### src/design/cle_pkg.sv
package cle_pkg;

   localparam int unsigned RSP_DATA_W = 16;

   // result channels
   localparam logic [1:0] CH_ECHO   = 2'd0;
   localparam logic [1:0] CH_LINE   = 2'd1;
   localparam logic [1:0] CH_STATUS = 2'd2;

   // status codes
   localparam logic [7:0] ST_COMPLETE = 8'd0;
   localparam logic [7:0] ST_CANCEL   = 8'd1;
   localparam logic [7:0] ST_TIMEOUT  = 8'd2;

   // request kinds
   localparam logic CMD_BYTE = 1'b0;
   localparam logic CMD_TICK = 1'b1;

   // configuration register indexes
   localparam logic CSR_ECHO_ENABLE   = 1'b0;
   localparam logic CSR_TIMEOUT_TICKS = 1'b1;

   // characters
   localparam logic [7:0] CHR_CTRL_C    = 8'h03;
   localparam logic [7:0] CHR_BACKSPACE = 8'h08;
   localparam logic [7:0] CHR_LF        = 8'h0A;
   localparam logic [7:0] CHR_CTRL_K    = 8'h0B;
   localparam logic [7:0] CHR_CR        = 8'h0D;
   localparam logic [7:0] CHR_CTRL_U    = 8'h15;
   localparam logic [7:0] CHR_SPACE     = 8'h20;
   localparam logic [7:0] CHR_CARET     = 8'h5E;
   localparam logic [7:0] CHR_UPPER_C   = 8'h43;
   localparam logic [7:0] CHR_TILDE     = 8'h7E;

   typedef struct packed {
      logic store_wr;
      logic fill_dec;
      logic line_clear;
      logic tick;
   } cmd_type;

   typedef struct packed {
      logic fill_zero;
      logic full;
      logic timeout_hit;
      logic echo_en;
   } sts_type;

endpackage

### src/design/console_line_editor.sv
// channel  direction  handshake                 payload
// req      in         req_tvalid / req_tready   tuser command, tdata rx_byte
// rsp      out        rsp_tvalid / rsp_tready   tuser channel, tdata char/length, tlast
// csr      in         csr_valid / csr_ready     csr_index, csr_data
//
// one request at a time; once taken, the result sequencer issues its results while
// rsp_tready is high (line kill: echoed backspace, space, backspace per erased
// character; completion: echoed LF, line characters, status; tick: timeout status)
// results leave through one output register, so the next request is taken while the
// last result still waits; csr_ready is always high
// synchronous active-high reset empties the line, clears the tick count, echo on
module console_line_editor #(
   parameter int BUF_SIZE = 16
) (
   input  logic        clock,
   input  logic        reset,
   input  logic        req_tvalid,
   output logic        req_tready,
   input  logic [7:0]  req_tdata,   // [7:0] rx_byte
   input  logic [0:0]  req_tuser,   // [0] command
   output logic        rsp_tvalid,
   input  logic        rsp_tready,
   output logic [15:0] rsp_tdata,   // [7:0] char_value, [11:8] line_length
   output logic [1:0]  rsp_tuser,   // [1:0] channel
   output logic        rsp_tlast,
   input  logic        csr_valid,
   output logic        csr_ready,
   input  logic        csr_index,
   input  logic [31:0] csr_data
);
   import cle_pkg::*;

   localparam int CNT_W = $clog2(BUF_SIZE);

   cmd_type          cmd;
   sts_type          sts;
   logic [7:0]       wr_data;
   logic [CNT_W-1:0] rd_idx;
   logic [7:0]       rd_data;
   logic [CNT_W-1:0] fill;

   assign csr_ready = 1'b1;

   cle_control #(
      .CNT_W(CNT_W)
   ) u_control (
      .clock      (clock),
      .reset      (reset),
      .req_tvalid (req_tvalid),
      .req_tready (req_tready),
      .req_tdata  (req_tdata),
      .req_tuser  (req_tuser),
      .rsp_tvalid (rsp_tvalid),
      .rsp_tready (rsp_tready),
      .rsp_tdata  (rsp_tdata),
      .rsp_tuser  (rsp_tuser),
      .rsp_tlast  (rsp_tlast),
      .cmd        (cmd),
      .sts        (sts),
      .wr_data    (wr_data),
      .rd_idx     (rd_idx),
      .rd_data    (rd_data),
      .fill       (fill)
   );

   cle_datapath #(
      .BUF_SIZE(BUF_SIZE),
      .CNT_W   (CNT_W)
   ) u_datapath (
      .clock     (clock),
      .reset     (reset),
      .cmd       (cmd),
      .sts       (sts),
      .wr_data   (wr_data),
      .rd_idx    (rd_idx),
      .rd_data   (rd_data),
      .fill      (fill),
      .csr_valid (csr_valid && csr_ready),
      .csr_index (csr_index),
      .csr_data  (csr_data)
   );

endmodule

### src/design/cle_datapath.sv
module cle_datapath #(
   parameter int BUF_SIZE = 16,
   parameter int CNT_W    = 4
) (
   input  logic             clock,
   input  logic             reset,
   input  cle_pkg::cmd_type cmd,
   output cle_pkg::sts_type sts,
   input  logic [7:0]       wr_data,
   input  logic [CNT_W-1:0] rd_idx,
   output logic [7:0]       rd_data,
   output logic [CNT_W-1:0] fill,
   input  logic             csr_valid,
   input  logic             csr_index,
   input  logic [31:0]      csr_data
);
   import cle_pkg::*;

   logic [7:0]       store_ff [BUF_SIZE];
   logic [7:0]       rd_data_ff;
   logic [CNT_W-1:0] fill_ff;
   logic [CNT_W-1:0] fill_in;
   logic [31:0]      elapsed_ff;
   logic [31:0]      elapsed_in;
   logic             echo_ff;
   logic [31:0]      timeout_ff;

   always_ff @(posedge clock) begin
      if (cmd.store_wr) begin
         store_ff[fill_ff] <= wr_data;
      end
      rd_data_ff <= store_ff[rd_idx];
   end

   always_comb begin
      fill_in = fill_ff;
      priority if (cmd.line_clear) begin
         fill_in = '0;
      end else if (cmd.store_wr) begin
         fill_in = fill_ff + 1'b1;
      end else if (cmd.fill_dec) begin
         fill_in = fill_ff - 1'b1;
      end else begin
         fill_in = fill_ff;
      end
      elapsed_in = elapsed_ff;
      priority if (cmd.line_clear) begin
         elapsed_in = '0;
      end else if (cmd.tick && (elapsed_ff != '1)) begin
         elapsed_in = elapsed_ff + 32'd1;
      end else begin
         elapsed_in = elapsed_ff;
      end
   end

   always_ff @(posedge clock) begin
      if (reset) begin
         fill_ff    <= '0;
         elapsed_ff <= '0;
         echo_ff    <= 1'b1;
         timeout_ff <= '0;
      end else begin
         fill_ff    <= fill_in;
         elapsed_ff <= elapsed_in;
         if (csr_valid && (csr_index == CSR_ECHO_ENABLE)) begin
            echo_ff <= csr_data[0];
         end
         if (csr_valid && (csr_index == CSR_TIMEOUT_TICKS)) begin
            timeout_ff <= csr_data;
         end
      end
   end

   assign rd_data         = rd_data_ff;
   assign fill            = fill_ff;
   assign sts.fill_zero   = (fill_ff == '0);
   assign sts.full        = (fill_ff == CNT_W'(BUF_SIZE - 1));
   assign sts.timeout_hit = (timeout_ff != '0) && (elapsed_ff > timeout_ff);
   assign sts.echo_en     = echo_ff;

endmodule

### src/design/cle_control.sv
module cle_control #(
   parameter int CNT_W = 4
) (
   input  logic             clock,
   input  logic             reset,
   input  logic             req_tvalid,
   output logic             req_tready,
   input  logic [7:0]       req_tdata,
   input  logic [0:0]       req_tuser,
   output logic             rsp_tvalid,
   input  logic             rsp_tready,
   output logic [15:0]      rsp_tdata,
   output logic [1:0]       rsp_tuser,
   output logic             rsp_tlast,
   output cle_pkg::cmd_type cmd,
   input  cle_pkg::sts_type sts,
   output logic [7:0]       wr_data,
   output logic [CNT_W-1:0] rd_idx,
   input  logic [7:0]       rd_data,
   input  logic [CNT_W-1:0] fill
);
   import cle_pkg::*;

   typedef enum logic [2:0] {
      S_IDLE,
      S_TICK,
      S_ERASE,
      S_CANCEL,
      S_NEWLINE,
      S_LINE,
      S_DONE,
      S_PRINT
   } state_type;

   localparam int EXT_W = (CNT_W > 4) ? CNT_W : 4;

   state_type        state_ff, state_in;
   logic [1:0]       phase_ff, phase_in;
   logic [7:0]       byte_ff, byte_in;
   logic             kill_ff, kill_in;
   logic [CNT_W-1:0] idx_ff, idx_in;
   logic             rsp_valid_ff;
   logic [7:0]       rsp_val_ff;
   logic [3:0]       rsp_len_ff;
   logic [1:0]       rsp_ch_ff;
   logic             rsp_last_ff;

   logic             slot_free, emit, go;
   logic [1:0]       out_ch;
   logic [7:0]       out_val;
   logic [3:0]       out_len;
   logic             out_last;
   logic [EXT_W-1:0] fill_ext;

   assign slot_free = !rsp_valid_ff || rsp_tready;
   assign go        = !emit || slot_free;
   assign fill_ext  = EXT_W'(fill);

   always_comb begin
      state_in   = state_ff;
      phase_in   = phase_ff;
      byte_in    = byte_ff;
      kill_in    = kill_ff;
      idx_in     = idx_ff;
      cmd        = '0;
      emit       = 1'b0;
      out_ch     = CH_ECHO;
      out_val    = '0;
      out_len    = '0;
      out_last   = 1'b0;
      req_tready = 1'b0;
      unique case (state_ff)
         S_IDLE: begin
            req_tready = 1'b1;
            phase_in   = '0;
            idx_in     = '0;
            if (req_tvalid) begin
               if (req_tuser[0] == CMD_TICK) begin
                  cmd.tick = 1'b1;
                  state_in = S_TICK;
               end else begin
                  priority if (req_tdata == CHR_BACKSPACE) begin
                     if (!sts.fill_zero) begin
                        cmd.fill_dec = 1'b1;
                        kill_in      = 1'b0;
                        state_in     = S_ERASE;
                     end
                  end else if (req_tdata == CHR_CTRL_C) begin
                     state_in = S_CANCEL;
                  end else if ((req_tdata == CHR_CTRL_K) || (req_tdata == CHR_CTRL_U)) begin
                     if (!sts.fill_zero) begin
                        cmd.fill_dec = 1'b1;
                        kill_in      = 1'b1;
                        state_in     = S_ERASE;
                     end
                  end else if ((req_tdata == CHR_CR) || (req_tdata == CHR_LF)) begin
                     state_in = S_NEWLINE;
                  end else if ((req_tdata >= CHR_SPACE) && (req_tdata <= CHR_TILDE)) begin
                     if (!sts.full) begin
                        cmd.store_wr = 1'b1;
                        byte_in      = req_tdata;
                        state_in     = S_PRINT;
                     end
                  end else begin
                     state_in = S_IDLE;
                  end
               end
            end
         end
         S_TICK: begin
            emit     = sts.timeout_hit;
            out_ch   = CH_STATUS;
            out_val  = ST_TIMEOUT;
            out_last = 1'b1;
            if (go) begin
               cmd.line_clear = emit;
               state_in       = S_IDLE;
            end
         end
         S_ERASE: begin
            emit     = sts.echo_en;
            out_val  = (phase_ff == 2'd1) ? CHR_SPACE : CHR_BACKSPACE;
            out_last = (phase_ff == 2'd2) && (!kill_ff || sts.fill_zero);
            if (go) begin
               if (phase_ff == 2'd2) begin
                  phase_in = '0;
                  if (kill_ff && !sts.fill_zero) begin
                     cmd.fill_dec = 1'b1;
                  end else begin
                     state_in = S_IDLE;
                  end
               end else begin
                  phase_in = phase_ff + 2'd1;
               end
            end
         end
         S_CANCEL: begin
            unique case (phase_ff)
               2'd0: out_val = CHR_CARET;
               2'd1: out_val = CHR_UPPER_C;
               2'd2: out_val = CHR_LF;
               default: begin
                  out_ch   = CH_STATUS;
                  out_val  = ST_CANCEL;
                  out_last = 1'b1;
               end
            endcase
            emit = (phase_ff == 2'd3) || sts.echo_en;
            if (go) begin
               phase_in = phase_ff + 2'd1;
               if (phase_ff == 2'd3) begin
                  cmd.line_clear = 1'b1;
                  state_in       = S_IDLE;
               end
            end
         end
         S_NEWLINE: begin
            emit    = sts.echo_en;
            out_val = CHR_LF;
            if (go) begin
               state_in = sts.fill_zero ? S_DONE : S_LINE;
            end
         end
         S_LINE: begin
            emit    = 1'b1;
            out_ch  = CH_LINE;
            out_val = rd_data;
            if (go) begin
               if ((idx_ff + 1'b1) == fill) begin
                  state_in = S_DONE;
               end else begin
                  idx_in = idx_ff + 1'b1;
               end
            end
         end
         S_DONE: begin
            emit     = 1'b1;
            out_ch   = CH_STATUS;
            out_val  = ST_COMPLETE;
            out_len  = fill_ext[3:0];
            out_last = 1'b1;
            if (go) begin
               cmd.line_clear = 1'b1;
               state_in       = S_IDLE;
            end
         end
         S_PRINT: begin
            emit     = sts.echo_en;
            out_val  = byte_ff;
            out_last = 1'b1;
            if (go) begin
               state_in = S_IDLE;
            end
         end
         default: begin
            state_in = S_IDLE;
         end
      endcase
   end

   always_ff @(posedge clock) begin
      if (reset) begin
         state_ff     <= S_IDLE;
         rsp_valid_ff <= 1'b0;
      end else begin
         state_ff <= state_in;
         phase_ff <= phase_in;
         byte_ff  <= byte_in;
         kill_ff  <= kill_in;
         idx_ff   <= idx_in;
         if (emit && slot_free) begin
            rsp_valid_ff <= 1'b1;
            rsp_ch_ff    <= out_ch;
            rsp_val_ff   <= out_val;
            rsp_len_ff   <= out_len;
            rsp_last_ff  <= out_last;
         end else if (rsp_tready) begin
            rsp_valid_ff <= 1'b0;
         end
      end
   end

   // store read is registered, so address it with the next index
   assign wr_data    = req_tdata;
   assign rd_idx     = idx_in;
   assign rsp_tvalid = rsp_valid_ff;
   assign rsp_tdata  = {4'd0, rsp_len_ff, rsp_val_ff};
   assign rsp_tuser  = rsp_ch_ff;
   assign rsp_tlast  = rsp_last_ff;

endmodule

### config.mk
export PLATFORM = sky130hd
export DESIGN_NAME = console_line_editor
export DESIGN_NICKNAME = d
export VERILOG_FILES = /design/src/design/cle_pkg.sv /design/src/design/console_line_editor.sv /design/src/design/cle_datapath.sv /design/src/design/cle_control.sv
export SDC_FILE = /design/constraint.sdc
export NUM_CORES = 1
export LEC_CHECK = 0
export BUFFER_PORTS_ARGS = -buffer_cell sky130_fd_sc_hd__buf_4
export CORE_ASPECT_RATIO = 1.4
export CORE_MARGIN = 2
export CORE_UTILIZATION = 50
export CTS_CLUSTER_DIAMETER = 200
export DETAILED_ROUTE_END_ITERATION = 12
export PLACE_DENSITY = 0.78
export SETUP_SLACK_MARGIN = 0.4
export SLEW_MARGIN = 20
export SYNTH_ARGS = -nofsm -noshare
export SYNTH_HDL_FRONTEND = slang
export SYNTH_SLANG_ARGS = --single-unit
export TNS_END_PERCENT = 1
### constraint.sdc
create_clock -name clock -period 6.3 [get_ports clock]
set_input_delay 0.315 -clock clock [delete_from_list [all_inputs] [get_ports clock]]
set_output_delay 0.315 -clock clock [all_outputs]
set_load 0.01 [all_outputs]
; Word-level counts from Yosys, hierarchy flattened
; Memories as Yosys holds them, arrays and structs flattened. A register that Yosys moved wholly into a read port is not among the register bits.
; Index checks and enable logic that the tools add are counted.
[classes]
add_sub_neg = 5
magnitude_cmp = 3
n_eq_ne = 31
mux = 71
n_bitwise = 9
reduce_logical = 37
[ops]
columns = operator, count
row1 = two-way mux 3 bit, 18
row2 = case mux 8 bit (6 select lines), 1
row3 = adder 32 x 1 -> 32 bit (second input constant), 1
row4 = == test 8 x 4 -> 1 bit (second input constant), 4
row5 = > comparator 32 bit, 1
row6 = != test 32 bit (second input constant), 1
row7 = nonzero test 32 bit, 1
row8 = two-way mux 1 bit, 30
row9 = case mux 7 bit (3 select lines), 1
row10 = != test 2 x 1 -> 1 bit (second input constant), 9
row11 = case mux 3 bit (6 select lines), 1
row12 = two-way mux 2 bit, 8
row13 = two-way mux 4 bit, 4
row14 = == test 3 bit (second input constant), 4
row15 = case mux 2 bit (3 select lines), 2
row16 = AND reduction 11 bit, 1
row17 = AND reduction 10 bit, 1
row18 = NOT 1 bit, 9
row19 = OR reduction 3 bit, 3
row20 = adder 4 x 1 -> 4 bit (second input constant), 2
row21 = == test 8 x 2 -> 1 bit (second input constant), 1
row22 = == test 8 x 5 -> 1 bit (second input constant), 1
row23 = >= comparator 8 x 6 -> 1 bit (second input constant), 1
row24 = <= comparator 8 x 7 -> 1 bit (second input constant), 1
row25 = other kinds (27), 50
[totals]
reg_bits = 103
ramBits = 128
in_bits = 47
output_inout_bits = 22
word_cells = 171
memories = 1
[mem_list]
columns = memory, words, word_bits, rd, rd_clocked_by_memory_dff, write_ports, line
row1 = u_datapath.store_ff, 16, 8, 1, 1, 1, cle_datapath.sv:19  ; logic [7:0] store_ff [BUF_SIZE];

; Logic depth before layout (Yosys ltp)
; Gate-level depths: netlist (run 1).
[depth]
depth_word = 12
ltp_mapped = 14
mapped_depth_nobuf = 12

; By module
; Synthesis (run 1) repeated with hierarchy kept, for this count alone.
[unflattened]
cells_unflattened = 904
hier_area_um2 = 11129.4
[modules_own_cells]
columns = module, instances, cells_each, area_per_inst_um2, seq_area_each_um2
row1 = cle_datapath, 1, 694, 8964.8, 5385.2
row2 = cle_control, 1, 208, 2153.3, 980.9
row3 = console_line_editor, 1, 2, 11.3, 0.0

; Worst setup path after synthesis (run 1)
; Ideal clock, no wire load.
[synth_path]
kind = register to register
startpoint = reg u_datapath.timeout_ff[14]
endpoint = reg u_control.rsp_len_ff[0], enable pin
arrival_time_ps = 2743
t_required_ps = 5889
path_slack_ps = 3146
path_stages_with_launch = 10
path_buffers = 0
path_cell_list = dfxtp_1 inv_1 ha_1 nand4_1 nor4_1 o21ai_0 nand3_1 a21o_1 nand2_1 a211oi_1
[synth_via]
elab_chain_len = 5
elab_cells_between_ends = 6
[synth_rtl]
columns = element, line
row1 = "start, declared", cle_datapath.sv:26  ; logic [31:0] timeout_ff;
row2 = "start signal, assigned", cle_datapath.sv:69  ; timeout_ff <= csr_data;
row3 = > comparator 32 bit or nonzero test 32 bit (tied branches), cle_datapath.sv:78  ; assign sts.timeout_hit = (timeout_ff != '0) && (elapsed_ff > timeout_ff);
row4 = logical AND 1 bit *, cle_datapath.sv:78
row5 = case mux 1 bit (4 select lines) *, cle_control.sv:72  ; unique case (state_ff)
row6 = logical AND 1 bit *, cle_control.sv:211  ; if (emit && slot_free) begin
row7 = AND reduction 2 bit (no source line) *, -
row8 = "end signal, assigned", cle_control.sv:215  ; rsp_len_ff <= out_len;
row9 = "end, declared", cle_control.sv:44  ; logic [3:0] rsp_len_ff;
; Mark *: on every way between the ends. The rest lies on a longest branch, timed or not.
; A chain may end at the register's enable or synchronous reset.

; Final worst setup path (run 1)
[layout_path]
startpoint = reg u_control.state_ff[2]
endpoint = reg u_datapath.rd_data_ff[2], in the netlist u_datapath.rd_data[2], read port of u_datapath.store_ff
[layout_via]
elab_chain_len = 7
elab_cells_between_ends = 15
[layout_rtl]
columns = element, line
row1 = "start, declared", cle_control.sv:37  ; state_type state_ff, state_in;
row2 = "start signal, assigned", cle_control.sv:206  ; state_ff <= state_in;
row3 = == test 3 x 2 -> 1 bit or == test 3 bit (tied branches), cle_control.sv:72
row4 = OR reduction 3 bit (no source line) or OR reduction 2 bit (tied branches), -
row5 = case mux 1 bit (4 select lines), cle_control.sv:72
row6 = zero test 1 bit, cle_control.sv:56  ; assign go = !emit || slot_free;
row7 = logical OR 1 bit, cle_control.sv:56
row8 = two-way mux 4 bit, cle_control.sv:168  ; if (go) begin
row9 = case mux 4 bit (2 select lines) *, cle_control.sv:72
row10 = "end, declared", cle_datapath.sv:20  ; logic [7:0] rd_data_ff;
; Marked as above.

==> reports/metrics.yaml, run 1 <==
status:
  status: "finished, final reports clean"
yosys:
  synth_area_leaders: "edfxtp_1 (43%), dfxtp_1 (15%), ha_1 (4.7%)"
  synth_top_area_share: 0.428
  syn_area_um2: 11100
  syn_area_per_cell_um2: 11.1
  synth_edf_count: 158
  ys_warn_count: 0
  synth_ff_type: "edfxtp_1"
  synth_common_cells: "edfxtp_1 (158), nand2_1 (123), nor2_1 (85)"
  ys_types: 70
  synthArstFlopShare: 0
  syn-instance-count: 1002
  seq_area_frac_synth: 0.575
  synth_seq_cells: 239
  synth.most_common_cell: "edfxtp_1"
  yosys.area.top_type: "edfxtp_1"
sta:
  clock_skew_ns: 0.0246
  fin_crit_ns: 3.90
  maxSlewViolCount: 0
  finalCritPeriodShare: 0.619
  fmax_ghz: 0.256
  finalHoldViolCount: 0
  setup_viol: 0
  grt_setup_unrepaired: "no"
  tightest_slew_ns: 0.904
  fin_setup_tns_ns: 0
  slew_headroom: 0.395
power:
  p_total_mw: 3.70
  power_leakage_nw: 4.76
  power_density_nw_per_um2: 295
  irDropWorstVdd_uv: 245
clock_network:
  post_cts_buffers: 0
  cts_resized: 0
  clk_latency_ns: 0.53
  clk_pin_slew_ns: 0.06
  numClockSinks: 239
  htree_levels: 1
  cts_tree: "built"
  cts-root-buf: "clkbuf_16"
  cts_buffer_depth: 3
  hold_buffers: 0
  numCtsBuffers: 24
global_route:
  track_usage: 0.210
  grt-ovfl-total: 0
  antenna_found_initial: 0
  grt_pass1_vias: 7574
  grt_max_degree: 60
  grt_pass1_wl_um: 38600
detailed_routing:
  totalWireLength_um: 24600
  ant_nets: 0
  dr.pass1.iters: 5
  via_per_inst: 5.59
  drc_errors: 0
  drt_iter0_markers: 510
  wire_per_inst_um: 17.9
  via_count: 7676
worst_setup_path:
  cp_max_fo: 59
  arrival_ns: 4.28
  r2r_cells: 7
  r2r-start: "u_control.state_ff[2]"
  r2r-end: "u_datapath.rd_data[2]"
  path_cells: "nand3_1 > a211o_1 > a31oi_4 > buf_4 > nand2_1 > o21ai_0 > a31oi_1"
  cp-end-kind: "flip-flop"
  worstPathRequired_ns: 6.68
  critical-path-max-stage-delay_ns: 0.86
  criticalPathCategory: "flip-flop to flip-flop"
  start_kind: "flip-flop"
  r2r_setup_slack_ns: 2.40
  slowest_stage: "dfxtp_1"
layout:
  drive_gt1_frac: 0.130
  num_antenna_cells: 0
  area_growth_pct: 13.2
  nNetsFinal: 1149
floorplanning:
  start_util: 0.508
  pin_count: 69
  die_area_um2: 23400
  die_height_um: 180
  fp.coreArea_um2: 21800
  fp-row-count: 64
  die_w_um: 130
min_path:
  hold_path_depth: 3
  whs_endpoint: "u_datapath.timeout_ff[23]"
  hp-start: "csr_data[23]"
  hold_class: "primary input to flip-flop"
placement:
  place_congestion: 0.891
  port_buffers: 63
  hpwl_um: 17200
job:
  drv_cap: 0
-- per-layer routing --
metal	global-route usage	part of all wire	up-vias
li1	-	-	3710
met1	0.243	0.38	3673
met2	0.382	0.53	232
met3	0.0297	0.049	61
met4	0.0869	0.039	0
met5	0	0	-
-- critical path, delay by kind of cell (launching register included) --
kind | cells | cell delay (ns)
buf+inv | 1 | 0.66
compound gates | 4 | 1.35
simple gates | 2 | 0.86
flops | 1 | 0.86
-- through the flow --
step	area (um^2)	utilization	worst slack, ns	hold WS, ns	std cells
finish	12500	0.575	2.40	0.0239	1373
global route	12500	0.575	2.15	0.0285	1373
CTS	12500	0.575	2.42	0.00166	1373
detailed placement	11700	0.539	2.46	0.464	1330
global placement	11700	0.539	2.52	0.462	1330
floorplan	11100	-	3.15	0.414	1013
-- cells in the final DEF (no fill, tap or decap), drive strengths merged, types with 4 or more instances in the layout --
cell     instances
clkbuf          26
edfxtp         158
nor2            87
nor2b            9
nor4            11
a211oi          19
or3              7
nand2b           9
a21oi           75
o21ai           45
o2111ai          4
mux2i           48
nand4           18
a31oi           12
clkinv          12
inv             50
xor2            17
a21o             5
nand3           20
nand3b           4
ha              42
buf             69
a311oi           7
nor3            13
xnor2           20
conb            13
and3            15
mux2             9
dfxtp           81
nand2          124
-- sequential cells by signal, indices dropped and copies added (netlist names), 2 cells and up --
| signal | cells |
|---|---|
| u_control.idx_ff | 4 |
| u_datapath.timeout_ff | 32 |
| u_datapath.store_ff | 128 |
| u_control.rsp_len_ff | 4 |
| u_control.phase_ff | 2 |
| u_control.state_ff | 3 |
| u_control.rsp_val_ff | 8 |
| u_control.byte_ff | 8 |
| u_datapath.elapsed_ff | 32 |
| u_datapath.fill | 4 |
| u_control.rsp_tuser | 2 |
| u_datapath.rd_data | 8 |
-- power breakdown --
| part | internal, mW | switching [mW] |
|---|---|---|
| Clock | 0.822 | 0.586 |
| Combinational | 0.188 | 0.302 |
| Sequential | 1.73 | 0.0653 |
| Total | 2.74 | 0.954 |
-- worst max path at each step --
| stage | startpoint | endpoint | slack [ns] | cells past startpoint |
|---|---|---|---|---|
| 2_1_floorplan | u_datapath.timeout_ff[14] | u_control.rsp_len_ff[0] | 3.15 | 9 |
| 3_3_place_gp | u_control.state_ff[2] | u_datapath.rd_data[3] | 2.52 | 7 |
| 3_5_place_dp | u_control.state_ff[2] | u_datapath.rd_data[3] | 2.46 | 7 |
| 4_1_cts | u_control.state_ff[2] | u_datapath.rd_data[3] | 2.42 | 7 |
| 5_1_grt | u_control.state_ff[2] | u_datapath.rd_data[3] | 2.15 | 7 |
| 6_report | u_control.state_ff[2] | u_datapath.rd_data[2] | 2.40 | 7 |
-- logic make-up after synthesis --
group / after synthesis / share of synthesized area
AND/OR/NAND/NOR: 335 / 0.142
flip-flops: 239 / 0.575
AO/OA/AOI/OAI: 189 / 0.108
buffers and inverters: 99 / 0.0410
multiplexers: 57 / 0.0525
adder cells (fa/ha/maj): 43 / 0.0493
XOR/XNOR: 38 / 0.0314
other: 2 / 0.000678
-- layout make-up --
| type | instances | area [um^2] |
|---|---|---|
| Multi-Input combinational cell | 675 | 4310 |
| Inverter | 50 | 188 |
| Fill cell | 1819 | 9250 |
| Timing Repair Buffer | 69 | 518 |
| Tap cell | 297 | 372 |
| Clock buffer | 26 | 608 |
| Sequential cell | 239 | 6370 |
| Clock inverter | 17 | 171 |
(Power assumes the default switching activity.)
==> run 2, diff against run 1 <==
==> constraint.sdc (replaced) <==
create_clock -name clock -period 4.1 [get_ports clock]
set_input_delay 0.205 -clock clock [delete_from_list [all_inputs] [get_ports clock]]
set_output_delay 0.205 -clock clock [all_outputs]
set_load 0.01 [all_outputs]
==> run 2 against run 1 <==
  * Utilization rose by 1.8 points
  * Sequential share of layout area fell by 1.5 points
  * Sequential power rose by 53%
  * Sequential cell count did not move
  * Count of clock-buffer cells in the layout rose by 5
  * Critical path type unchanged
==> reports/metrics.yaml, run 2 (synthesized netlist as in run 1, its figures left out) <==
status:
  status: "finished, final reports clean"
layout:
  num_antenna_cells: 0
  regMostFlops: "u_datapath.store_ff"
  largest_reg_flops: 128
  drive_gt1_frac: 0.131
  area_growth_pct: 16.7
  layout_commonest_cell: "edfxtp_1"
  nNetsFinal: 1191
  finalInstanceArea_um2: 12900
  layout_common_cells: "edfxtp_1 (158), nand2_1 (122), nor2_1 (85), dfxtp_1 (81), buf_4 (78)"
  reg_top3: "u_datapath.store_ff (128), u_datapath.elapsed_ff (32), u_datapath.timeout_ff (32)"
sta:
  finalCritPeriodShare: 0.835
  setup_slack_ns: 0.675
  clock_skew_ns: 0.0191
  fin_setup_tns_ns: 0
  tightest_slew_ns: 0.931
  grt_setup_unrepaired: "no"
  finalHoldViolCount: 0
  fin_crit_ns: 3.43
  slew_headroom: 0.377
  maxSlewViolCount: 0
  fmax_ghz: 0.292
  setup_viol: 0
clock_network:
  cts_buffer_depth: 3
  htree_levels: 1
  numClockSinks: 239
  clk_latency_ns: 0.54
  cts-root-buf: "clkbuf_16"
  cts_tree: "built"
  numCtsBuffers: 24
  clk_pin_slew_ns: 0.06
worst_setup_path:
  r2r-start: "u_control.idx_ff[0]"
  crit_family: "compound AO/OA/AOI/OAI gates"
  cp_max_fo: 35
  r2r-end: "u_datapath.rd_data[1]"
  criticalPathCategory: "flip-flop to flip-flop"
  start_kind: "flip-flop"
  worstPathRequired_ns: 4.51
  path_cells: "ha_1 > xor2_1 > nor3_2 > a211o_1 > a31oi_4 > buf_6 > mux2i_1 > nand2_1 > a311oi_1 > a31oi_1"
  arrival_ns: 3.83
  r2r_setup_slack_ns: 0.67
  startpoint: "u_control.idx_ff[0]"
  path_buf_inv: 1
  r2r_cells: 10
  path_depth: 10
  cp-end-kind: "flip-flop"
  critical-path-max-stage-delay_ns: 0.53
  endpoint: "u_datapath.rd_data[1]"
  slowest_stage: "edfxtp_1"
detailed_routing:
  dr.pass1.iters: 6
  wire_per_inst_um: 18.5
  drc_errors: 0
  totalWireLength_um: 26200
  ant_nets: 0
  drt_iter0_markers: 649
  via_count: 7922
  via_per_inst: 5.60
placement:
  port_buffers: 63
  place_congestion: 0.863
  hpwl_um: 17900
  dp_slack_ns: 0.544
  place_area_um2: 11800
floorplanning:
  start_util: 0.508
  die_height_um: 180
  die_area_um2: 23400
  fp-row-count: 64
  die_w_um: 130
  pin_count: 69
  fp.coreArea_um2: 21800
job:
  drv_cap: 0
global_route:
  grt-ovfl-total: 0
  grt_pass1_wl_um: 40800
  antenna_found_initial: 0
  track_usage: 0.224
  grt_pass1_vias: 7915
  grt_max_degree: 42
power:
  irDropWorstVdd_uv: 415
  power_leakage_nw: 4.94
  power_density_nw_per_um2: 443
  p_total_mw: 5.73
min_path:
  hold_path_depth: 1
  hold_class: "primary input to flip-flop"
## run 2: worst min path at each step
| stage | from | to | slack, ns |
|---|---|---|---|
| 3_5_place_dp | csr_data[0] | u_datapath.echo_ff | 0.45 |
| 5_1_grt | req_tdata[6] | u_datapath.store_ff[10][6] | 0.03 |
| 2_1_floorplan | req_tdata[0] | u_control.byte_ff[0] | 0.30 |
| 3_3_place_gp | csr_data[0] | u_datapath.echo_ff | 0.45 |
| 4_1_cts | req_tdata[6] | u_datapath.store_ff[6][6] | 0.01 |
| 6_report | req_tdata[6] | u_datapath.store_ff[11][6] | 0.04 |
## run 2: cell type report
class	count	area, um^2
clock buffers	31	627
clock inverters	12	149
fillers	1770	8860
inverters	50	188
multi-input cells	675	4300
flip-flops and latches	239	6370
well taps	297	372
repair buffers	111	917
## run 2: power breakdown
| part | internal, mW | switching (mW) |
|---|---|---|
| registers | 2.67 | 0.0803 |
| clock network | 1.27 | 0.905 |
| logic | 0.319 | 0.484 |
## run 2: per-stage QoR
step                utilization  hold slack [ns]  std cells
floorplan                     -            0.304       1013
global placement          0.543            0.449       1340
detailed placement        0.543            0.448       1340
CTS                       0.593           0.0109       1415
global route              0.593           0.0334       1415
finish                    0.593           0.0366       1415
## run 2: timing repair
item	in CTS	in global routing
endpoints found under the setup margin	0	7
hold endpoints to repair	33	0
resized for setup	0	1
setup buffers	0	0
hold buffers	32	0
## run 2: metal layers
layer,routed length (um),track usage
met2,13300,0.393
met4,1330,0.114
met1,9970,0.268
met3,1630,0.0267
met5,0,0
==> run 3, diff against run 2 <==
==> constraint.sdc (replaced) <==
create_clock -name clock -period 3.4 [get_ports clock]
set_input_delay 0.17 -clock clock [delete_from_list [all_inputs] [get_ports clock]]
set_output_delay 0.17 -clock clock [all_outputs]
set_load 0.01 [all_outputs]
==> run 3 against run 2 <==
  * Sequential share of layout area decreased by 2.1 points
  * Sequential cell count unchanged
  * Clock skew is 0.0081 ns lower
  * Total power up 25%
  * Critical path type unchanged
==> reports/metrics.yaml, run 3 (synthesized netlist as in run 1, its figures left out) <==
status:
  status: "finished, final reports clean"
global_route:
  grt_pass1_wl_um: 40600
  grt_pass1_vias: 8123
  track_usage: 0.219
  grt-ovfl-total: 0
  antenna_found_initial: 0
  grt_max_degree: 42
worst_setup_path:
  cp_common_cell: "a21oi_2"
  cp_max_fo: 21
  criticalPathCategory: "flip-flop to flip-flop"
  worstPathRequired_ns: 3.79
  slowest_stage: "edfxtp_1"
  path_cells: "ha_4 > xor2_1 > nor3_2 > buf_4 > a21oi_2 > a21oi_2 > a21oi_2 > buf_12 > mux2_2 > o2111ai_1 > nand4_1"
  cp-end-kind: "flip-flop"
  arrival_ns: 3.35
  critical-path-max-stage-delay_ns: 0.47
  start_kind: "flip-flop"
layout:
  drive_gt1_frac: 0.184
  area_growth_pct: 21.8
  layout_common_cells: "edfxtp_1 (158), nand2_1 (121), buf_4 (112), nor2_1 (85), dfxtp_1 (81)"
  finalInstanceArea_um2: 13500
  nNetsFinal: 1231
  regMostFlops: "u_datapath.store_ff"
  reg_top3: "u_datapath.store_ff (128), u_datapath.elapsed_ff (32), u_datapath.timeout_ff (32)"
  layout_commonest_cell: "edfxtp_1"
  largest_reg_flops: 128
  num_antenna_cells: 0
clock_network:
  cts_buffer_depth: 3
  htree_levels: 1
  numClockSinks: 239
  clk_pin_slew_ns: 0.06
  clk_latency_ns: 0.52
  cts_tree: "built"
  cts-root-buf: "clkbuf_16"
  numCtsBuffers: 24
min_path:
  hold_class: "primary input to flip-flop"
detailed_routing:
  drc_errors: 0
  drt_iter0_markers: 603
  wl_met1_um: 9940
  ant_nets: 0
  wire_per_inst_um: 17.8
  met3_wirelength_um: 1480
  routed.top_layer: "met4"
  via_count: 8142
  totalWireLength_um: 25900
  via_per_inst: 5.59
  dr.pass1.iters: 5
  dr_wl_met2_um: 13600
sta:
  fin_setup_tns_ns: 0
  fin_crit_ns: 2.96
  finalCritPeriodShare: 0.870
  fmax_ghz: 0.338
  maxSlewViolCount: 0
  slew_headroom: 0.571
  grt_setup_unrepaired: "yes"
  setup_viol: 0
  finalHoldViolCount: 0
  clock_skew_ns: 0.0111
  tightest_slew_ns: 0.644
floorplanning:
  die_w_um: 130
  start_util: 0.508
  fp.coreArea_um2: 21800
  die_area_um2: 23400
  pin_count: 69
  fp-row-count: 64
  die_height_um: 180
placement:
  place_congestion: 0.884
  port_buffers: 63
  place_area_um2: 12000
  hpwl_um: 17400
job:
  drv_cap: 0
power:
  power_density_nw_per_um2: 530
  irDropWorstVdd_uv: 555
  power_leakage_nw: 5.20
==> run 3: per-layer routing <==
metal / up-vias / track usage
met1: 3915 / 0.256
met3: 57 / 0.0327
met4: 0 / 0.0903
met2: 292 / 0.395
met5: - / 0
li1: 3878 / -
==> run 3: path summary, 6_finish.rpt <==
path | from | end | slack [ns] | depth (start not counted)
worst max register to register | u_control.idx_ff[1] | u_datapath.rd_data[6] | 0.44 | 11
worst max-delay path | u_control.idx_ff[1] | u_datapath.rd_data[6] | 0.44 | 11
worst min register to register | u_datapath.timeout_ff[25] | u_datapath.timeout_ff[25] | 0.47 | 2
worst min-delay path | req_tdata[5] | u_control.byte_ff[5] | 0.03 | 1
==> run 3: power breakdown <==
part,internal (mW),switching [mW],total [mW]
Combinational,0.473,0.642,1.11
Clock,1.68,1.06,2.74
Sequential,3.21,0.0734,3.29
==> run 3: repair_timing <==
item                                   4_1_cts  5_1_grt
gates resized for setup                      5       29
setup buffers                                3        6
hold buffers                                33        0
setup endpoints to repair                   10       31
pin swaps                                    2       11
endpoints found under the hold margin       50        0
gates cloned                                 1        0
==> run 3: final cells by class <==
type,count,area [um^2]
Multi-Input combinational cell,676,4490
Sequential cell,239,6370
Fill cell,1726,8300
Clock inverter,8,121
Timing Repair Buffer,150,1240
Clock buffer,36,711
Inverter,50,190
Tap cell,297,372
==> run 3: per-stage QoR <==
stage | hold WS (ns) | utilization | setup WS [ns] | std cells | power [mW]
floorplan | 0.269 | - | 0.698 | 1013 | 4.00
global placement | 0.414 | 0.553 | 0.120 | 1369 | 4.31
detailed placement | 0.414 | 0.553 | 0.0294 | 1369 | 4.32
CTS | 0.0151 | 0.610 | 0.365 | 1450 | 7.12
global route | 0.0195 | 0.619 | 0.321 | 1456 | 7.41
finish | 0.0270 | 0.619 | 0.442 | 1456 | 7.14
==> run 3: worst max-delay path, delay by kind of cell, from the launching register on <==
family          cells  cell delay (ns)
compound gates      4             0.91
flops               1             0.47
buf+inv             2             0.38
mux                 1             0.37
fa+ha+maj           1             0.32
simple gates        2             0.21
xor+xnor            1             0.17
